[src/hw/rtl/kda_pkg.sv]
// ----------------------------------------------------------------------------
// kda_pkg
// Shared types and constants for the key debounce / auto-repeat block.
// ----------------------------------------------------------------------------
package kda_pkg;

	localparam int NUM_KEYS_DEF = 3;
	localparam int CNT_W        = 8;
	localparam int CFG_DATA_W   = 8;
	localparam int CFG_IDX_W    = 2;

	localparam logic [CNT_W-1:0] CNT_MAX = {CNT_W{1'b1}};

	// register indexes
	localparam logic [CFG_IDX_W-1:0] REG_DEBOUNCE     = 2'd0;
	localparam logic [CFG_IDX_W-1:0] REG_REPEAT_START = 2'd1;
	localparam logic [CFG_IDX_W-1:0] REG_REPEAT_STEP  = 2'd2;
	localparam logic [CFG_IDX_W-1:0] REG_REPEAT_EN    = 2'd3;

	// register reset values
	localparam logic [CNT_W-1:0] DEBOUNCE_RST     = 8'd3;
	localparam logic [CNT_W-1:0] REPEAT_START_RST = 8'd50;
	localparam logic [CNT_W-1:0] REPEAT_STEP_RST  = 8'd10;
	localparam int               REPEAT_EN_RST    = 6;

	// settings every lane sees
	typedef struct packed {
		logic [CNT_W-1:0] debounce_ticks;
		logic [CNT_W-1:0] repeat_start_ticks;
		logic [CNT_W-1:0] repeat_reload;
	} kda_cfg_t;

	function automatic logic [CNT_W-1:0] inc_sat(input logic [CNT_W-1:0] v);
		inc_sat = (v == CNT_MAX) ? CNT_MAX : v + 1'b1;
	endfunction

endpackage

[src/hw/rtl/kda_lane.sv]
// ----------------------------------------------------------------------------
// kda_lane
// Per-key debounce and hold counters; flags a press or repeat each tick.
// ----------------------------------------------------------------------------
module kda_lane
	import kda_pkg::*;
(
	input  logic     clk,
	input  logic     arst_n,
	input  logic     tick,
	input  logic     raw,
	input  logic     repeat_en,
	input  kda_cfg_t cfg,
	output logic     event_hit
);

	logic             stable_q;
	logic [CNT_W-1:0] db_cnt_q;
	logic [CNT_W-1:0] hold_cnt_q;

	logic             stable_n;
	logic [CNT_W-1:0] db_cnt_n;
	logic [CNT_W-1:0] hold_mid;
	logic [CNT_W-1:0] hold_cnt_n;
	logic [CNT_W-1:0] db_inc;
	logic [CNT_W-1:0] hold_inc;
	logic             press;
	logic             rep;

	always_comb begin
		db_inc   = inc_sat(db_cnt_q);
		stable_n = stable_q;
		db_cnt_n = '0;
		hold_mid = hold_cnt_q;
		press    = 1'b0;
		if (raw != stable_q) begin
			if (db_inc >= cfg.debounce_ticks) begin
				stable_n = raw;
				hold_mid = '0;
				press    = raw;
			end else begin
				db_cnt_n = db_inc;
			end
		end

		// hold counting uses the level after this tick's debounce decision
		hold_inc   = inc_sat(hold_mid);
		hold_cnt_n = hold_mid;
		rep        = 1'b0;
		if (repeat_en && stable_n) begin
			if (hold_inc >= cfg.repeat_start_ticks) begin
				rep        = 1'b1;
				hold_cnt_n = cfg.repeat_reload;
			end else begin
				hold_cnt_n = hold_inc;
			end
		end
	end

	assign event_hit = press | rep;

	always_ff @(posedge clk or negedge arst_n) begin
		if (!arst_n) begin
			stable_q   <= 1'b0;
			db_cnt_q   <= '0;
			hold_cnt_q <= '0;
		end else if (tick) begin
			stable_q   <= stable_n;
			db_cnt_q   <= db_cnt_n;
			hold_cnt_q <= hold_cnt_n;
		end
	end

endmodule

[src/hw/rtl/kda_merge.sv]
// ----------------------------------------------------------------------------
// kda_merge
// Collects the lane event bits into one result and holds it in an output
// register backed by a one-entry skid buffer.
// ----------------------------------------------------------------------------
module kda_merge
	import kda_pkg::*;
#(
	parameter int NUM_KEYS = NUM_KEYS_DEF
) (
	input  logic                clk,
	input  logic                arst_n,
	input  logic                tick,
	input  logic [NUM_KEYS-1:0] lane_events,
	output logic                full,
	output logic                out_valid,
	input  logic                out_stall,
	output logic [NUM_KEYS-1:0] key_events
);

	logic                out_valid_q;
	logic                skid_valid_q;
	logic [NUM_KEYS-1:0] out_data_q;
	logic [NUM_KEYS-1:0] skid_data_q;
	logic                out_fire;

	assign out_fire   = out_valid_q && !out_stall;
	assign full       = skid_valid_q;
	assign out_valid  = out_valid_q;
	assign key_events = out_data_q;

	always_ff @(posedge clk or negedge arst_n) begin
		if (!arst_n) begin
			out_valid_q  <= 1'b0;
			skid_valid_q <= 1'b0;
		end else if (skid_valid_q) begin
			if (out_fire) begin
				skid_valid_q <= 1'b0;
			end
		end else if (tick) begin
			if (!out_valid_q || out_fire) begin
				out_valid_q <= 1'b1;
			end else begin
				skid_valid_q <= 1'b1;
			end
		end else if (out_fire) begin
			out_valid_q <= 1'b0;
		end
	end

	always_ff @(posedge clk) begin
		if (skid_valid_q) begin
			if (out_fire) begin
				out_data_q <= skid_data_q;
			end
		end else if (tick) begin
			if (!out_valid_q || out_fire) begin
				out_data_q <= lane_events;
			end else begin
				skid_data_q <= lane_events;
			end
		end
	end

endmodule

[src/hw/rtl/key_debounce_autorepeat.sv]
// ----------------------------------------------------------------------------
// key_debounce_autorepeat
// Each accepted tick's event mask is registered in the output or skid buffer.
// Throughput: one tick per cycle unless stalled; every key has its own lane.
// Input stalls only while a result sits in the skid buffer.
// Reset: keys released, counters zero, registers at defaults (3, 50, 10, 6).
// ----------------------------------------------------------------------------
module key_debounce_autorepeat
	import kda_pkg::*;
#(
	parameter int NUM_KEYS = NUM_KEYS_DEF
) (
	input  logic                  clk,
	input  logic                  arst_n,
	input  logic                  in_valid,
	output logic                  in_stall,
	input  logic [NUM_KEYS-1:0]   raw_pressed,
	output logic                  out_valid,
	input  logic                  out_stall,
	output logic [NUM_KEYS-1:0]   key_events,
	input  logic                  cfg_we,
	input  logic [CFG_IDX_W-1:0]  cfg_idx,
	input  logic [CFG_DATA_W-1:0] cfg_wdata
);

	logic [CNT_W-1:0]    debounce_q;
	logic [CNT_W-1:0]    rep_start_q;
	logic [CNT_W-1:0]    rep_step_q;
	logic [NUM_KEYS-1:0] rep_en_q;

	kda_cfg_t            lane_cfg;
	logic                tick;
	logic                merge_full;
	logic [NUM_KEYS-1:0] lane_events;

	always_ff @(posedge clk or negedge arst_n) begin
		if (!arst_n) begin
			debounce_q  <= DEBOUNCE_RST;
			rep_start_q <= REPEAT_START_RST;
			rep_step_q  <= REPEAT_STEP_RST;
			rep_en_q    <= NUM_KEYS'(REPEAT_EN_RST);
		end else if (cfg_we) begin
			case (cfg_idx)
				REG_DEBOUNCE:     debounce_q  <= cfg_wdata;
				REG_REPEAT_START: rep_start_q <= cfg_wdata;
				REG_REPEAT_STEP:  rep_step_q  <= cfg_wdata;
				REG_REPEAT_EN:    rep_en_q    <= cfg_wdata[NUM_KEYS-1:0];
				default: ;
			endcase
		end
	end

	// reload after a repeat, clamped at zero
	always_comb begin
		lane_cfg.debounce_ticks     = debounce_q;
		lane_cfg.repeat_start_ticks = rep_start_q;
		lane_cfg.repeat_reload      = (rep_start_q > rep_step_q) ?
		                              rep_start_q - rep_step_q : '0;
	end

	assign in_stall = merge_full;
	assign tick     = in_valid && !merge_full;

	for (genvar k = 0; k < NUM_KEYS; k++) begin : g_lane
		kda_lane u_lane (
			.clk       (clk),
			.arst_n    (arst_n),
			.tick      (tick),
			.raw       (raw_pressed[k]),
			.repeat_en (rep_en_q[k]),
			.cfg       (lane_cfg),
			.event_hit (lane_events[k])
		);
	end

	kda_merge #(
		.NUM_KEYS (NUM_KEYS)
	) u_merge (
		.clk         (clk),
		.arst_n      (arst_n),
		.tick        (tick),
		.lane_events (lane_events),
		.full        (merge_full),
		.out_valid   (out_valid),
		.out_stall   (out_stall),
		.key_events  (key_events)
	);

endmodule

[config.mk]
export PLATFORM = sky130hd
export DESIGN_NAME = key_debounce_autorepeat
export DESIGN_NICKNAME = d
export VERILOG_FILES = /design/src/hw/rtl/kda_pkg.sv /design/src/hw/rtl/kda_lane.sv /design/src/hw/rtl/kda_merge.sv /design/src/hw/rtl/key_debounce_autorepeat.sv
export SDC_FILE = /design/constraint.sdc
export NUM_CORES = 1
export LEC_CHECK = 0
export ABC_CLOCK_PERIOD_IN_PS = 5310
export BUFFER_PORTS_ARGS = -buffer_cell sky130_fd_sc_hd__buf_4
export CAP_MARGIN = 30
export CORE_MARGIN = 3
export CORE_UTILIZATION = 35
export CTS_CLUSTER_DIAMETER = 120
export DETAILED_ROUTE_END_ITERATION = 10
export PLACE_DENSITY_LB_ADDON = 0.1
export SETUP_SLACK_MARGIN = 0.05
export SYNTH_ARGS = -nofsm -noshare
export SYNTH_HDL_FRONTEND = slang
export SYNTH_SLANG_ARGS = --single-unit
[constraint.sdc]
create_clock -name clk -period 5.31 [get_ports clk]
set_input_delay 0.2655 -clock clk [delete_from_list [all_inputs] [get_ports clk]]
set_output_delay 0.2655 -clock clk [all_outputs]
set_load 0.005 [all_outputs]
# Word level (Yosys, flattened, before mapping)
# Cells that the tools add are included.
[totals]
ff_bits = 86
input_bits = 18
out_inout_bits = 5
[classes]
addsub = 7
order_cmp = 7
eq_ne = 14
mux = 54
bitwise_logic = 5
n_reduce_logical = 20
[ops]
columns = ["op", "count"]
rows = [
  ["2-to-1 mux 8 bit", 25],
  ["adder 8 x 1 -> 8 bit, second input constant", 6],
  ["== test 8 bit, second input constant", 6],
  ["greater-or-equal comparator 8 bit", 6],
  ["2-to-1 mux 1 bit", 25],
  ["2-to-1 mux 3 bit", 4],
  ["AND reduction 3 bit", 3],
  ["greater-than comparator 8 bit", 1],
  ["AND reduction 2 bit", 4],
  ["subtractor 8 bit", 1],
  ["nonzero test 2 bit", 3],
  ["logical AND 1 bit", 5],
  ["== test 2 bit, second input constant", 2],
  ["logical NOT 1 bit", 3],
  ["inequality test 1 bit", 3],
  ["OR 1 bit", 3],
  ["== test 2 x 1 -> 1 bit, second input constant", 1],
  ["logical NOT 2 bit", 1],
  ["inequality test 2 x 1 -> 1 bit, second input constant", 1],
  ["inequality test 2 bit, second input constant", 1],
  ["NOT 1 bit", 2],
  ["logical OR 1 bit", 1],
]

# Logic depth before layout (Yosys ltp)
# Gate-level depths: netlist of the first run.
[logic_depth]
ltp_word = 14
ltp_mapped = 26

# Hierarchy
# Synthesis of the first run repeated with hierarchy kept, for this count alone.
[hier_totals]
cells_unflattened = 734
area_unflattened_um2 = 6677.7
[modules_own_cells]
columns = ["module", "instances", "cells_each", "area_per_inst_um2", "seq_area_each_um2"]
rows = [
  ["kda_lane", 3, 198, 1642.8, 425.4],
  ["key_debounce_autorepeat", 1, 119, 1430.1, 686.9],
  ["kda_merge", 1, 21, 319.1, 230.2],
]

# Least setup slack after synthesis of the first run
# OpenSTA, ideal clock, no wires.
[synth_timing]
path_type = "reg-to-reg"
from = "register g_lane[2].u_lane.db_cnt_q[0]"
to = "register u_merge.out_data_q[2], in the netlist u_merge.key_events[2], data pin"
setup_time_ns = 0.268
arrival_ns = 5.006
required_time_ns = 5.042
setup_slack_ns = 0.035
stages_incl_launch_ff = 25
path_buffers = 2
synth_period_minus_slack_ns = 5.275
cell_sequence = "dfrtp_1 > ha_1 > and3_1 > and3_1 > nand3_1 > o21a_1 > nand2_1 > ha_1 > nand4_1 > o31ai_2 > nand2_1 > and2_1 > ha_1 > clkbuf_1 > nand4_1 > a32oi_1 > a211oi_1 > ha_1 > a21o_1 > a211oi_1 > o21ai_1 > a21o_1 > buf_1 > a21oi_1 > o31ai_1"
[synth_between]
elab_chain_cells = 14
[synth_rtl]
columns = ["item", "line", "rtl"]
rows = [
  ["from (decl)", "kda_lane.sv:18", "logic [CNT_W-1:0] db_cnt_q;"],
  ["from (signal assigned)", "kda_lane.sv:69", "db_cnt_q <= db_cnt_n;"],
  ["adder 8 x 1 -> 8 bit / == test 8 bit (equally long branches)", "kda_pkg.sv:34", "inc_sat = (v == CNT_MAX) ? CNT_MAX : v + 1'b1;"],
  ["2-to-1 mux 8 bit (*)", "kda_pkg.sv:34", ""],
  ["greater-or-equal comparator 8 bit (*)", "kda_lane.sv:37", "if (db_inc >= cfg.debounce_ticks) begin"],
  ["2-to-1 mux 8 bit", "kda_lane.sv:37", ""],
  ["2-to-1 mux 8 bit", "kda_lane.sv:36", "if (raw != stable_q) begin"],
  ["adder 8 x 1 -> 8 bit / == test 8 bit (equally long branches)", "kda_pkg.sv:34", ""],
  ["2-to-1 mux 8 bit", "kda_pkg.sv:34", ""],
  ["greater-or-equal comparator 8 bit", "kda_lane.sv:51", "if (hold_inc >= cfg.repeat_start_ticks) begin"],
  ["2-to-1 mux 1 bit", "kda_lane.sv:51", ""],
  ["2-to-1 mux 1 bit", "kda_lane.sv:50", "if (repeat_en && stable_n) begin"],
  ["OR 1 bit (*)", "kda_lane.sv:60", "assign event_hit = press | rep;"],
  ["2-to-1 mux 3 bit (*)", "kda_merge.sv:57", "if (!out_valid_q || out_fire) begin"],
  ["2-to-1 mux 3 bit (*)", "kda_merge.sv:56", "end else if (tick) begin"],
  ["2-to-1 mux 3 bit (*)", "kda_merge.sv:52", "if (skid_valid_q) begin"],
  ["to (signal assigned)", "kda_merge.sv:54", "out_data_q <= skid_data_q;"],
  ["to (signal assigned)", "kda_merge.sv:58", "out_data_q <= lane_events;"],
  ["to (decl)", "kda_merge.sv:23", "logic [NUM_KEYS-1:0] out_data_q;"],
]
# Mark *: on every way between the ends. The rest lies on a longest branch, timed or not. The select of a mux whose other input is x is not followed.
# A chain may end at the register's enable or synchronous reset.

# Final worst setup path of the first run
[layout_timing]
from = "register g_lane[1].u_lane.db_cnt_q[1]"
to = "register u_merge.out_data_q[1], in the netlist u_merge.key_events[1], data pin"
[layout_between]
elab_chain_cells = 14
[layout_rtl]
columns = ["item", "line", "rtl"]
rows = [
  ["from (decl)", "kda_lane.sv:18", ""],
  ["from (signal assigned)", "kda_lane.sv:69", ""],
  ["adder 8 x 1 -> 8 bit / == test 8 bit (equally long branches)", "kda_pkg.sv:34", ""],
  ["2-to-1 mux 8 bit (*)", "kda_pkg.sv:34", ""],
  ["greater-or-equal comparator 8 bit (*)", "kda_lane.sv:37", ""],
  ["2-to-1 mux 8 bit", "kda_lane.sv:37", ""],
  ["2-to-1 mux 8 bit", "kda_lane.sv:36", ""],
  ["adder 8 x 1 -> 8 bit / == test 8 bit (equally long branches)", "kda_pkg.sv:34", ""],
  ["2-to-1 mux 8 bit", "kda_pkg.sv:34", ""],
  ["greater-or-equal comparator 8 bit", "kda_lane.sv:51", ""],
  ["2-to-1 mux 1 bit", "kda_lane.sv:51", ""],
  ["2-to-1 mux 1 bit", "kda_lane.sv:50", ""],
  ["OR 1 bit (*)", "kda_lane.sv:60", ""],
  ["net g_lane[1].u_lane.event_hit", "kda_lane.sv:14", "output logic event_hit"],
  ["2-to-1 mux 3 bit (*)", "kda_merge.sv:57", ""],
  ["2-to-1 mux 3 bit (*)", "kda_merge.sv:56", ""],
  ["2-to-1 mux 3 bit (*)", "kda_merge.sv:52", ""],
]
# The timed path passes the listed nets; every way through them passes the cells marked *. The select of a mux whose other input is x is not followed.

==> out/results.ini, run 1 <==
[logic_synthesis]
most_frequently_used_flop_master_after_synthesis = sky130_fd_sc_hd__dfrtp_1
yosys.cell_types.count = 79
yosys.area.top_type_share = 0.2705
post-synth-top-count-cell = sky130_fd_sc_hd__dfrtp_1
post_synth_instance_area_um2 = 6568
postSynthCellCount = 717
synth-warning-count = 0
avgSynthCellArea_um2 = 9.160
synth_top_area_cell = sky130_fd_sc_hd__dfrtp_1
ys_seq_area_frac = 0.3340
synth_commonest_cells = sky130_fd_sc_hd__dfrtp_1, sky130_fd_sc_hd__nand2_1, sky130_fd_sc_hd__ha_1, sky130_fd_sc_hd__inv_1, sky130_fd_sc_hd__o21ai_0
async_flop_share = 0.9302
yosys_register_bits = 86
top_cells_by_area_synth = sky130_fd_sc_hd__dfrtp_1, sky130_fd_sc_hd__ha_1, sky130_fd_sc_hd__mux2i_1
syn_nets = 798
synth_enable_flop_cells = 6

[detailed_routing]
route.detailed.wl_per_inst_um = 18.50
drt_first_pass_iters = 5
dr.max_layer_used = met4
total_met3_wirelength_after_detailed_routing_um = 651
detailroute.wirelength.met2_um = 8211
drtAntennaViolNets = 0
via_per_inst = 5.769
route.final.wire_length_um = 18240
drt_drc_violations_left = 0
met1_length_um = 9014
drt-initial-drc-count = 469
route.vias.total = 5688

[pwr]
power.share.sequential = 0.306
internal_power_w = 0.001920
switching_power_share_of_the_total = 0.4229
static-leakage-power_nw = 3.419
power_density_nw_per_um2 = 442.6
ir_worst_vdd_uv = 206.9
power.share.clock = 0.204
switching_power_w = 0.001407
power.share.combinational = 0.490

[clock_tree]
cts-root-to-sink-buffers = 2
cts_num_sinks = 86
clock_insertion_delay_worst_skew_ns = 0.35
cts_tree = yes
cts_root_buffer_type = sky130_fd_sc_hd__clkbuf_16
numCtsBuffers = 9
cts.htree.levels = 3
clkTransAtPathRegs_ns = 0.07

[cells_and_area]
nets = 833
num_antenna_cells = 0
drive_above_1_share = 0.1598
ff_latch_area_um2 = 2195
nFillCells = 1789
layout.cell_area.non_filler_um2 = 7518
multi_input_comb_area_um2 = 4202
area_delta_synth_final_pct = 14.48

[floorplan]
core_region_area_um2 = 18210
io-pin-count = 23
die_width_um = 143.0
rows = 49
floorplan.die_area_um2 = 20440
starting_density_of_the_core = 0.3607
die_height_um = 143.0

[job]
max_cap_viol_count = 0

[global_routing]
track_usage = 0.1867
number_of_global_route_vias_before_repair = 5674
antenna_found_initial = 0
grt_first_pass_wirelength_um = 29930
grt-ovfl-total = 0
largest_net_degree_at_the_start_of_global_routing = 55

[sta]
transition_time_at_the_pin_with_the_least_slew_margin_ns = 0.7687
drv_slew = 0
hold_viol = 0
clock.fmax_mhz = 202.3
grt_setup_unrepaired = false
clock_skew_ns = 0.004631
report.final.setup_viol = 0
share_of_the_cycle_needed_by_the_critical_path_after_routing = 0.9309
slew_headroom = 0.4866
fin_ws_ns = 0.3668
fin_crit_ns = 4.943

[outcome]
status = finished clean

[setup_path]
crit_fanout = 7
cp.arrival_ns = 5.05
critPathLaunchType = flip-flop
path_class = reg -> reg
cp-end-kind = flip-flop
worst_ep_required_time_ns = 5.41

[placed_design]
place_area_um2 = 7102
detailedPlacementHpwl_um = 13760
routabilityCongestion = 0.8238
post-place-ws_ns = -0.1011
io_buffer_count = 22

[min_path]
hold_class = in -> reg

## repair_timing
item                       4_1_cts  5_1_grt
hold buffers                     1        0
setup endpoints to repair        3       30
resized for setup                3       15
hold endpoints to repair        26        0
buffers inserted                 0        2
pin swaps                        1        5
## path summary, 6_finish.rpt
kind	start	endpoint	slack (ns)	depth (start not counted)
setup reg to reg	g_lane[1].u_lane.db_cnt_q[1]	u_merge.key_events[1]	0.37	21
hold reg to reg	rep_step_q[7]	rep_step_q[7]	0.51	1
hold / removal	cfg_wdata[6]	debounce_q[6]	0.15	3
max in group asynchronous	arst_n	g_lane[1].u_lane.db_cnt_q[0]	3.83	3
setup / recovery	g_lane[1].u_lane.db_cnt_q[1]	u_merge.key_events[1]	0.37	21
min in group asynchronous	arst_n	g_lane[0].u_lane.hold_cnt_q[4]	0.38	2
## state kept, by name (all words and copies together), names as in the netlist
name / flops
debounce_q: 8
g_lane.u_lane.db_cnt_q: 24
g_lane.u_lane.hold_cnt_q: 24
g_lane.u_lane.stable_q: 3
rep_en_q: 3
rep_start_q: 8
rep_step_q: 8
u_merge.full: 1
u_merge.key_events: 3
u_merge.out_valid: 1
u_merge.skid_data_q: 3
## layout make-up
class,instances,share of cell area
Clock buffer,12,0.03844
Clock inverter,4,0.004327
Inverter,45,0.02247
Multi-Input combinational cell,566,0.5588
Sequential cell,86,0.2919
Tap cell,229,0.03811
Timing Repair Buffer,44,0.04593
## worst max-delay path, cell delays in order, from the launching register on
cell and delay [ns]:
sky130_fd_sc_hd__dfrtp_1 0.39, sky130_fd_sc_hd__ha_2 0.23, sky130_fd_sc_hd__inv_1 0.09, sky130_fd_sc_hd__nor2_2 0.18, sky130_fd_sc_hd__nand3_2 0.15, sky130_fd_sc_hd__and2_1 0.21, sky130_fd_sc_hd__ha_1 0.26, sky130_fd_sc_hd__nand2b_1 0.14
sky130_fd_sc_hd__a2111o_1 0.39, sky130_fd_sc_hd__a32oi_2 0.28, sky130_fd_sc_hd__and2_1 0.22, sky130_fd_sc_hd__ha_4 0.19, sky130_fd_sc_hd__inv_1 0.04, sky130_fd_sc_hd__or2_2 0.34, sky130_fd_sc_hd__and3_1 0.20, sky130_fd_sc_hd__ha_1 0.27
sky130_fd_sc_hd__nor2b_1 0.13, sky130_fd_sc_hd__o21ai_0 0.14, sky130_fd_sc_hd__a21oi_2 0.27, sky130_fd_sc_hd__o22ai_1 0.12, sky130_fd_sc_hd__o21a_1 0.19, sky130_fd_sc_hd__mux2_2 0.28
## metrics by stage
stage	std cells	utilization	total power (W)	setup TNS (ns)	hold slack [ns]
after global routing	986	0.4129	0.003609	0	0.1532
after CTS	984	0.4090	0.003302	0	0.1394
after floorplan	717	-	0.002107	0	-0.03009
after detailed placement	967	0.3900	0.002591	-0.2177	0.2305
after global placement	967	0.3900	0.002563	-0.01035	0.2249
final	986	0.4129	0.003328	0	0.1545
## kinds of logic (layout without fill, tap and decap cells)
logic type,Yosys count,count (layout),share of synthesized area
mux,50,50,0.08078
compound gates,214,214,0.2305
fa+ha+maj,63,63,0.1212
flops,86,86,0.3340
simple gates,219,219,0.1688
xor+xnor,20,20,0.02667
buf+inv,65,105,0.03810
## routing by layer
metal / track usage / vias up
li1: - / 2750
met1: 0.2602 / 2781
met2: 0.2901 / 134
met3: 0.03617 / 23
met4: 0.06503 / 0
met5: 0 / -
## placed cells by master (no fill, tap or decap), types with 15 or more instances in the layout
| cell | n |
|---|---|
| sky130_fd_sc_hd__ha_1 | 59 |
| sky130_fd_sc_hd__buf_4 | 42 |
| sky130_fd_sc_hd__o21ai_0 | 39 |
| sky130_fd_sc_hd__dfrtp_1 | 70 |
| sky130_fd_sc_hd__nand2b_1 | 15 |
| sky130_fd_sc_hd__nor2_1 | 34 |
| sky130_fd_sc_hd__mux2_2 | 23 |
| sky130_fd_sc_hd__a21oi_1 | 36 |
| sky130_fd_sc_hd__and3_1 | 17 |
| sky130_fd_sc_hd__a22o_1 | 15 |
| sky130_fd_sc_hd__nand3_1 | 25 |
| sky130_fd_sc_hd__inv_1 | 45 |
| sky130_fd_sc_hd__mux2i_1 | 26 |
| sky130_fd_sc_hd__nand2_1 | 65 |
## power groups by stage
stage               registers [W]  logic, W  clock network, W
floorplan                0.000957   0.00115                 0
global placement          0.00102   0.00154                 0
detailed placement        0.00102   0.00157                 0
CTS                       0.00101   0.00158          0.000705
global route              0.00105   0.00183          0.000730
finish                    0.00102   0.00163          0.000679
(Power assumes the default switching activity.)
==> run 2: changes to the inputs <==
ABC_CLOCK_PERIOD_IN_PS = 4500   (was 5310)
clock period = 4.5 ns   (was 5.31 ns; I/O delays follow)
==> out/results.ini, run 2 (synthesis results as in run 1) <==
[min_path]
hold_class = in -> reg
hold_path_end = debounce_q[3]
hold_path_startpoint = cfg_wdata[3]
timing.hold.worst_path_depth = 3  ; unchanged

[detailed_routing]
route.vias.total = 6153  ; +8.2%
route.detailed.wl_per_inst_um = 19.18  ; +3.7%
via_per_inst = 5.724  ; -0.78%
drt-initial-drc-count = 377  ; -20%
drtAntennaViolNets = 0  ; unchanged
drt_first_pass_iters = 5  ; unchanged
route.final.wire_length_um = 20620  ; +13%
drt_drc_violations_left = 0  ; unchanged

[setup_path]
cp-end-kind = flip-flop
critical_path_cell_with_the_highest_stage_delay = sky130_fd_sc_hd__dfrtp_1
worst_ep_required_time_ns = 4.61  ; -0.80 ns
worstPathCellList = ha_4 > inv_4 > nor2_4 > nand3_2 > and2_4 > ha_4 > nand2b_4 > a2111o_1 > a32oi_2 > and2_4 > ha_4 > nand3_2 > nor3b_2 > nor3_2 > ha_1 > o211ai_1 > o211ai_1 > a21oi_2 > o22ai_2 > o21a_1 > mux2_4
worst_r2r_endpoint = u_merge.key_events[1]
path_class = reg -> reg
ff2ff_setup_slack_ns = -0.05  ; -0.42 ns
cp_slowest_stage_delay_ns = 0.39  ; about the same
worst_path_most_repeated_cell = sky130_fd_sc_hd__ha_4
ff2ff_path_depth = 21  ; unchanged
cp.arrival_ns = 4.66  ; -0.39 ns
critPathLaunchType = flip-flop
r2r-start = g_lane[1].u_lane.db_cnt_q[1]
crit_fanout = 6  ; -1

[global_routing]
number_of_global_route_vias_before_repair = 5868  ; +3.4%
grt_first_pass_wirelength_um = 32120  ; +7.3%
largest_net_degree_at_the_start_of_global_routing = 41  ; -25%
grt-ovfl-total = 0  ; unchanged
track_usage = 0.2013  ; +0.01468
antenna_found_initial = 0  ; unchanged

[floorplan]
die_height_um = 143.0  ; unchanged
core_region_area_um2 = 18210  ; unchanged
die_width_um = 143.0  ; unchanged
starting_density_of_the_core = 0.3607  ; unchanged
rows = 49  ; unchanged
floorplan.die_area_um2 = 20440  ; unchanged
io-pin-count = 23  ; unchanged

[clock_tree]
cts_num_sinks = 86  ; unchanged
clock_insertion_delay_worst_skew_ns = 0.36  ; about the same
cts-root-to-sink-buffers = 2  ; unchanged
cts_tree = yes
clkTransAtPathRegs_ns = 0.07  ; about the same
numCtsBuffers = 9  ; unchanged
cts.htree.levels = 3  ; unchanged
cts_root_buffer_type = sky130_fd_sc_hd__clkbuf_16

[pwr]
static-leakage-power_nw = 3.939  ; +15%
power_density_nw_per_um2 = 520.7  ; +18%
post-layout-total-power_w = 0.004539  ; +36%
ir_worst_vdd_uv = 302.0  ; +46%

[sta]
drv_slew = 0  ; unchanged
clock.fmax_mhz = 219.7  ; +8.6%
grt_setup_unrepaired = true
report.final.setup_viol = 9  ; +9
slew_headroom = 0.5529  ; +0.06637
transition_time_at_the_pin_with_the_least_slew_margin_ns = 0.6675  ; -0.1013 ns
share_of_the_cycle_needed_by_the_critical_path_after_routing = 1.012  ; +0.08064
clock_skew_ns = 0.01063  ; +0.005996 ns
hold_viol = 0  ; unchanged
fin_crit_ns = 4.552  ; -0.3911 ns
fin_ws_ns = -0.05201  ; -0.4189 ns

[outcome]
violations = setup timing
status = complete, but fails checks

[cells_and_area]
drive_above_1_share = 0.3404  ; +0.1806
nFillCells = 1718  ; -4.0%
layout.cells.most_common_list = sky130_fd_sc_hd__buf_4, sky130_fd_sc_hd__dfrtp_1, sky130_fd_sc_hd__nand2_1
layout.cells.most_common = sky130_fd_sc_hd__buf_4
final_cell_count_without_fillers = 1075  ; +9.0%
num_antenna_cells = 0  ; unchanged
area_delta_synth_final_pct = 32.73
nets = 922  ; +11%
layout.cell_area.non_filler_um2 = 8717  ; +16%
biggestRegsByFlops = g_lane.u_lane.db_cnt_q x24, g_lane.u_lane.hold_cnt_q x24

[job]
max_cap_viol_count = 0  ; unchanged

[placed_design]
detailedPlacementHpwl_um = 14890  ; +8.2%
io_buffer_count = 22  ; unchanged
place_area_um2 = 7684  ; +8.2%
routabilityCongestion = 0.8864  ; +7.6%
dp_cells = 1021  ; +5.6%
post-place-ws_ns = -0.2806  ; -0.1794 ns

==> run 2: cell count changes in the layout (fill, tap and decap cells not counted), sizes merged <==
cell    previous run  this run
o311a              1         2
inv               47        45
clkinv             0         2
a21o               7         8
buf               43       130
==> run 2: metrics by stage <==
step | utilization | hold WS, ns | setup TNS [ns]
after global placement | 0.4209 | 0.02841 | -1.058
after CTS | 0.4658 | 0.1024 | 0
final | 0.4787 | 0.1125 | -0.1321
after floorplan | - | -0.07059 | -0.1896
after detailed placement | 0.4220 | 0.02789 | -2.624
after global routing | 0.4787 | 0.1281 | -5.003
==> run 2: layer usage <==
layer  track usage  wire [µm]  part of all wire
met5             0          0                 0
met1        0.2730       9449              0.46
met3       0.02411        759             0.037
met4       0.08754        577             0.028
met2        0.3242       9830              0.48
==> run 2: area by class of cell <==
class	count	area, µm²	area share
sequential	86	2193	0.2516
multi-input combinational	568	4745	0.5443
timing repair buffer	131	1025	0.1176
inverter	45	171.4	0.01966
clock inverter	4	28.78	0.003301
tap	229	286.5	0.03287
clock buffer	12	267.8	0.03072
==> run 2: power by group <==
group / leakage [nW] / total [W] / internal, W / switching [W]
Clock: 0.140 / 0.000765 / 0.000424 / 0.000341
Sequential: 1.08 / 0.00121 / 0.000981 / 0.000231
Combinational: 2.72 / 0.00256 / 0.00122 / 0.00134
==> run 2: how the worst max path moves through the flow <==
stage               slack [ns]                         start                             end  cells after the start
floorplan                -0.09  g_lane[2].u_lane.db_cnt_q[0]           u_merge.key_events[2]                     25
detailed placement       -0.28  g_lane[2].u_lane.db_cnt_q[1]  g_lane[2].u_lane.hold_cnt_q[1]                     22
global placement         -0.17  g_lane[2].u_lane.db_cnt_q[1]  g_lane[2].u_lane.hold_cnt_q[5]                     23
finish                   -0.05  g_lane[1].u_lane.db_cnt_q[1]           u_merge.key_events[1]                     21
CTS                       0.02  g_lane[0].u_lane.db_cnt_q[0]  g_lane[0].u_lane.hold_cnt_q[4]                     22
global route             -0.27  g_lane[2].u_lane.db_cnt_q[1]  g_lane[2].u_lane.hold_cnt_q[7]                     24
==> run 2: timing repair <==
action	4_1_cts	5_1_grt
pin swaps	41	44
cloned	2	0
endpoints found under the setup margin	22	30
endpoints found under the hold margin	6	0
hold buffers	1	0
buffers inserted	27	8
resized for setup	46	42
==> run 2: worst max-delay path, delay by kind of cell, from the launching register on <==
kind	cells	cell delay, ns
mux	1	0.28
fa+ha+maj	4	0.83
flops	1	0.39
simple gates	8	1.11
buf+inv	1	0.04
compound gates	7	1.64
==> run 3: changes to the inputs <==
ABC_AREA = 1   (was default)
SKIP_LAST_GASP = 1   (was default)
==> out/results.ini, run 3 <==
[logic_synthesis]
synth-warning-count = 0  ; unchanged
synth_top_area_cell = sky130_fd_sc_hd__dfrtp_1
synth_compound_gate_area_share = 0.1623  ; -0.06820
avgSynthCellArea_um2 = 7.092  ; -23%
dominant_combinational_cell_family_by_area_after_synthesis = simple AND/OR/NAND/NOR gates
postSynthCellCount = 913  ; +27%
post_synth_instance_area_um2 = 6475  ; -1.4%
synthSimpleGateAreaFrac = 0.2611  ; +0.09227
yosys.area.top_type_share = 0.2744  ; +0.003868
yosys.area_share.xor_xnor = 0.006763  ; -0.01991
yosys_register_bits = 86  ; unchanged
async_flop_share = 0.9302  ; unchanged
post-synth-top-count-cell = sky130_fd_sc_hd__nand2_1
most_frequently_used_flop_master_after_synthesis = sky130_fd_sc_hd__dfrtp_1
yosys.cell_types.count = 42  ; -47%
synth_commonest_cells = sky130_fd_sc_hd__nand2_1, sky130_fd_sc_hd__inv_1, sky130_fd_sc_hd__nor2_1, sky130_fd_sc_hd__a21oi_1, sky130_fd_sc_hd__dfrtp_1
synthAdderAreaFrac = 0.1229  ; +0.001733
ys_seq_area_frac = 0.3387  ; +0.004776
syn_nets = 994  ; +25%
multiplexer_share_of_the_synthesized_area = 0  ; -0.08078
top_cells_by_area_synth = sky130_fd_sc_hd__dfrtp_1, sky130_fd_sc_hd__ha_1, sky130_fd_sc_hd__nand2_1
synth_enable_flop_cells = 6  ; unchanged

[clock_tree]
numCtsBuffers = 9  ; unchanged
cts.htree.levels = 3  ; unchanged
clkTransAtPathRegs_ns = 0.08  ; about the same
cts_num_sinks = 86  ; unchanged
cts-root-to-sink-buffers = 2  ; unchanged
cts_tree = yes
clock_insertion_delay_worst_skew_ns = 0.36  ; about the same
cts_root_buffer_type = sky130_fd_sc_hd__clkbuf_16

[outcome]
status = complete, but fails checks
violations = setup timing

[detailed_routing]
route.vias.total = 6409  ; +4.2%
route.final.wire_length_um = 19190  ; -6.9%
via_per_inst = 4.911  ; -14%
drt_first_pass_iters = 5  ; unchanged
drt-initial-drc-count = 344  ; -8.8%
drt_drc_violations_left = 0  ; unchanged
drtAntennaViolNets = 0  ; unchanged
route.detailed.wl_per_inst_um = 14.70  ; -23%

[sta]
drv_slew = 0  ; unchanged
hold_viol = 0  ; unchanged
report.final.setup_viol = 27  ; +18
clock_skew_ns = 0.01389  ; +0.003259 ns
totalNegativeSetupSlack_ns = -2.453  ; -2.321 ns
clock.fmax_mhz = 216.2  ; -1.6%
slew_headroom = 0.1594  ; -0.3935
transition_time_at_the_pin_with_the_least_slew_margin_ns = 1.248  ; +0.5802 ns
fin_ws_ns = -0.1259  ; -0.07389 ns
grt_setup_unrepaired = true
share_of_the_cycle_needed_by_the_critical_path_after_routing = 1.028  ; +0.01642
fin_crit_ns = 4.626  ; +0.07389 ns

[cells_and_area]
biggestRegsByFlops = g_lane.u_lane.db_cnt_q x24, g_lane.u_lane.hold_cnt_q x24
final_cell_count_without_fillers = 1305  ; +21%
layout.cells.most_common_list = sky130_fd_sc_hd__nand2_1, sky130_fd_sc_hd__buf_4, sky130_fd_sc_hd__inv_1
num_antenna_cells = 0  ; unchanged
drive_above_1_share = 0.3699  ; +0.02946
layout.cells.most_common = sky130_fd_sc_hd__nand2_1
nFillCells = 1721  ; +0.17%
nets = 1152  ; +25%
area_delta_synth_final_pct = 43.13

[pwr]
internal_power_w = 0.003188  ; +21%
power.share.combinational = 0.670  ; +0.106
static-leakage-power_nw = 4.511  ; +15%
ir_worst_vdd_uv = 240.1  ; -20%
switching_power_share_of_the_total = 0.4565  ; +0.03471
power_density_nw_per_um2 = 633.0  ; +22%
power.share.sequential = 0.202  ; -0.065
power.share.clock = 0.128  ; -0.040
switching_power_w = 0.002678  ; +40%

[global_routing]
largest_net_degree_at_the_start_of_global_routing = 57  ; +39%
track_usage = 0.1911  ; -0.01025
grt_util_met1 = 0.2708  ; -0.002121
met3_usage = 0.02554  ; +0.001425
grt_use_met2 = 0.3029  ; -0.02133
number_of_global_route_vias_before_repair = 6341  ; +8.1%
grt-ovfl-total = 0  ; unchanged
top_usage_layer = met2
antenna_found_initial = 0  ; unchanged
grt_first_pass_wirelength_um = 31040  ; -3.4%

[floorplan]
die_height_um = 142.0  ; -0.68%
rows = 49  ; unchanged
starting_density_of_the_core = 0.3580  ; -0.002674
floorplan.die_area_um2 = 20170  ; -1.4%
io-pin-count = 23  ; unchanged
die_width_um = 142.0  ; -0.68%
core_region_area_um2 = 18090  ; -0.67%

[setup_path]
worst_path_most_repeated_cell = sky130_fd_sc_hd__nor2_2
worst-path-buf-inv = 7  ; +6
cp.arrival_ns = 4.91  ; +0.25 ns
crit_fanout = 5  ; -1
critical_path_cell_with_the_highest_stage_delay = sky130_fd_sc_hd__dfrtp_1
critPathLaunchType = flip-flop
cp-end-kind = flip-flop
worst_ep_required_time_ns = 4.78  ; +0.17 ns
path_class = reg -> reg
cp_slowest_stage_delay_ns = 0.36  ; -0.03 ns
cp_top_family = simple AND/OR/NAND/NOR gates

[placed_design]
routabilityCongestion = 0.8229  ; -7.2%
dp_cells = 1234  ; +21%
detailedPlacementHpwl_um = 13260  ; -11%
io_buffer_count = 22  ; unchanged

[min_path]
hold_class = in -> reg

[job]
max_cap_viol_count = 0  ; unchanged

## run 3: changes by cell type in the layout (fill, tap and decap cells not counted), moves of 16 or more
cell and change:
sky130_fd_sc_hd__nand2_1 +98, sky130_fd_sc_hd__mux2i_1 -25, sky130_fd_sc_hd__o22ai_1 +17, sky130_fd_sc_hd__nand2_2 +23, sky130_fd_sc_hd__buf_4 +27, sky130_fd_sc_hd__nor2_2 +19
sky130_fd_sc_hd__o21ai_0 +23, sky130_fd_sc_hd__nand2_4 +16, sky130_fd_sc_hd__nor2_1 +36, sky130_fd_sc_hd__a21oi_2 +20, sky130_fd_sc_hd__a21oi_1 +20, sky130_fd_sc_hd__mux2_2 -20
sky130_fd_sc_hd__inv_1 +101
## run 3: worst paths after layout
check	from	endpoint	slack [ns]	cells after the start
worst min register to register	debounce_q[6]	debounce_q[6]	0.49	2
worst max-delay path	g_lane[0].u_lane.db_cnt_q[0]	g_lane[0].u_lane.hold_cnt_q[6]	-0.13	35
worst min-delay path	out_stall	u_merge.out_valid	0.14	3
worst max register to register	g_lane[0].u_lane.db_cnt_q[0]	g_lane[0].u_lane.hold_cnt_q[6]	-0.13	35
max in group asynchronous	arst_n	g_lane[2].u_lane.hold_cnt_q[1]	3.11	3
min in group asynchronous	arst_n	g_lane[0].u_lane.db_cnt_q[3]	0.31	2
## run 3: what timing repair did
item	in CTS	in global routing
buffers inserted	36	16
hold buffers	1	0
gates cloned	2	0
pin swaps	44	97
setup endpoints to repair	30	38
hold endpoints to repair	24	0
resized for setup	129	122
## run 3: logic make-up (layout without fill, tap and decap cells)
| family | count (synthesis) | in the layout |
|---|---|---|
| and+or+nand+nor | 386 | 387 |
| AOI/OAI and AO/OA | 194 | 194 |
| buffers and inverters | 179 | 341 |
| DFF | 86 | 86 |
| adders and majority gates | 63 | 63 |
| xor gates and xnor gates | 5 | 5 |
## run 3: final cells by class
cell class | count | area, µm² | area share
clock buffers | 11 | 242.7 | 0.02619
clock inverters | 5 | 40.04 | 0.004320
inverters | 162 | 618.1 | 0.06669
multi-input cells | 649 | 4594 | 0.4957
flip-flops and latches | 86 | 2193 | 0.2367
well taps | 229 | 286.5 | 0.03092
repair buffers | 163 | 1292 | 0.1395
## run 3: worst min-delay path, cell delays in order
cell	delay, ns
sky130_fd_sc_hd__buf_4	0.09
sky130_fd_sc_hd__nand2_1	0.07
sky130_fd_sc_hd__nand2_1	0.07
## run 3: power groups by stage
stage	clock network [W]	registers [W]	logic (W)
2_1_floorplan	0	0.00114	0.00178
3_3_place_gp	0	0.00119	0.00271
3_5_place_dp	0	0.00119	0.00269
4_1_cts	0.000772	0.00118	0.00321
5_1_grt	0.000800	0.00122	0.00437
6_report	0.000750	0.00119	0.00393
## run 3: per-layer routing
metal  up-vias  wire length [µm]
met5         -                 0
li1       3293                 -
met1      3010              9638
met2        71              8703
met3        35               390
met4         0               454
## run 3: through the flow
step	hold WS (ns)	total power, W	setup WS, ns	util	instance area (µm²)
floorplan	-0.07059	0.002925	0.1194	-	6475
global placement	0.1671	0.003901	-0.6043	0.4147	7500
detailed placement	0.1616	0.003874	-0.6098	0.4147	7500
CTS	0.1368	0.005157	-0.08965	0.4735	8563
global route	0.1593	0.006387	-0.5310	0.5124	9268
finish	0.1427	0.005867	-0.1259	0.5124	9268
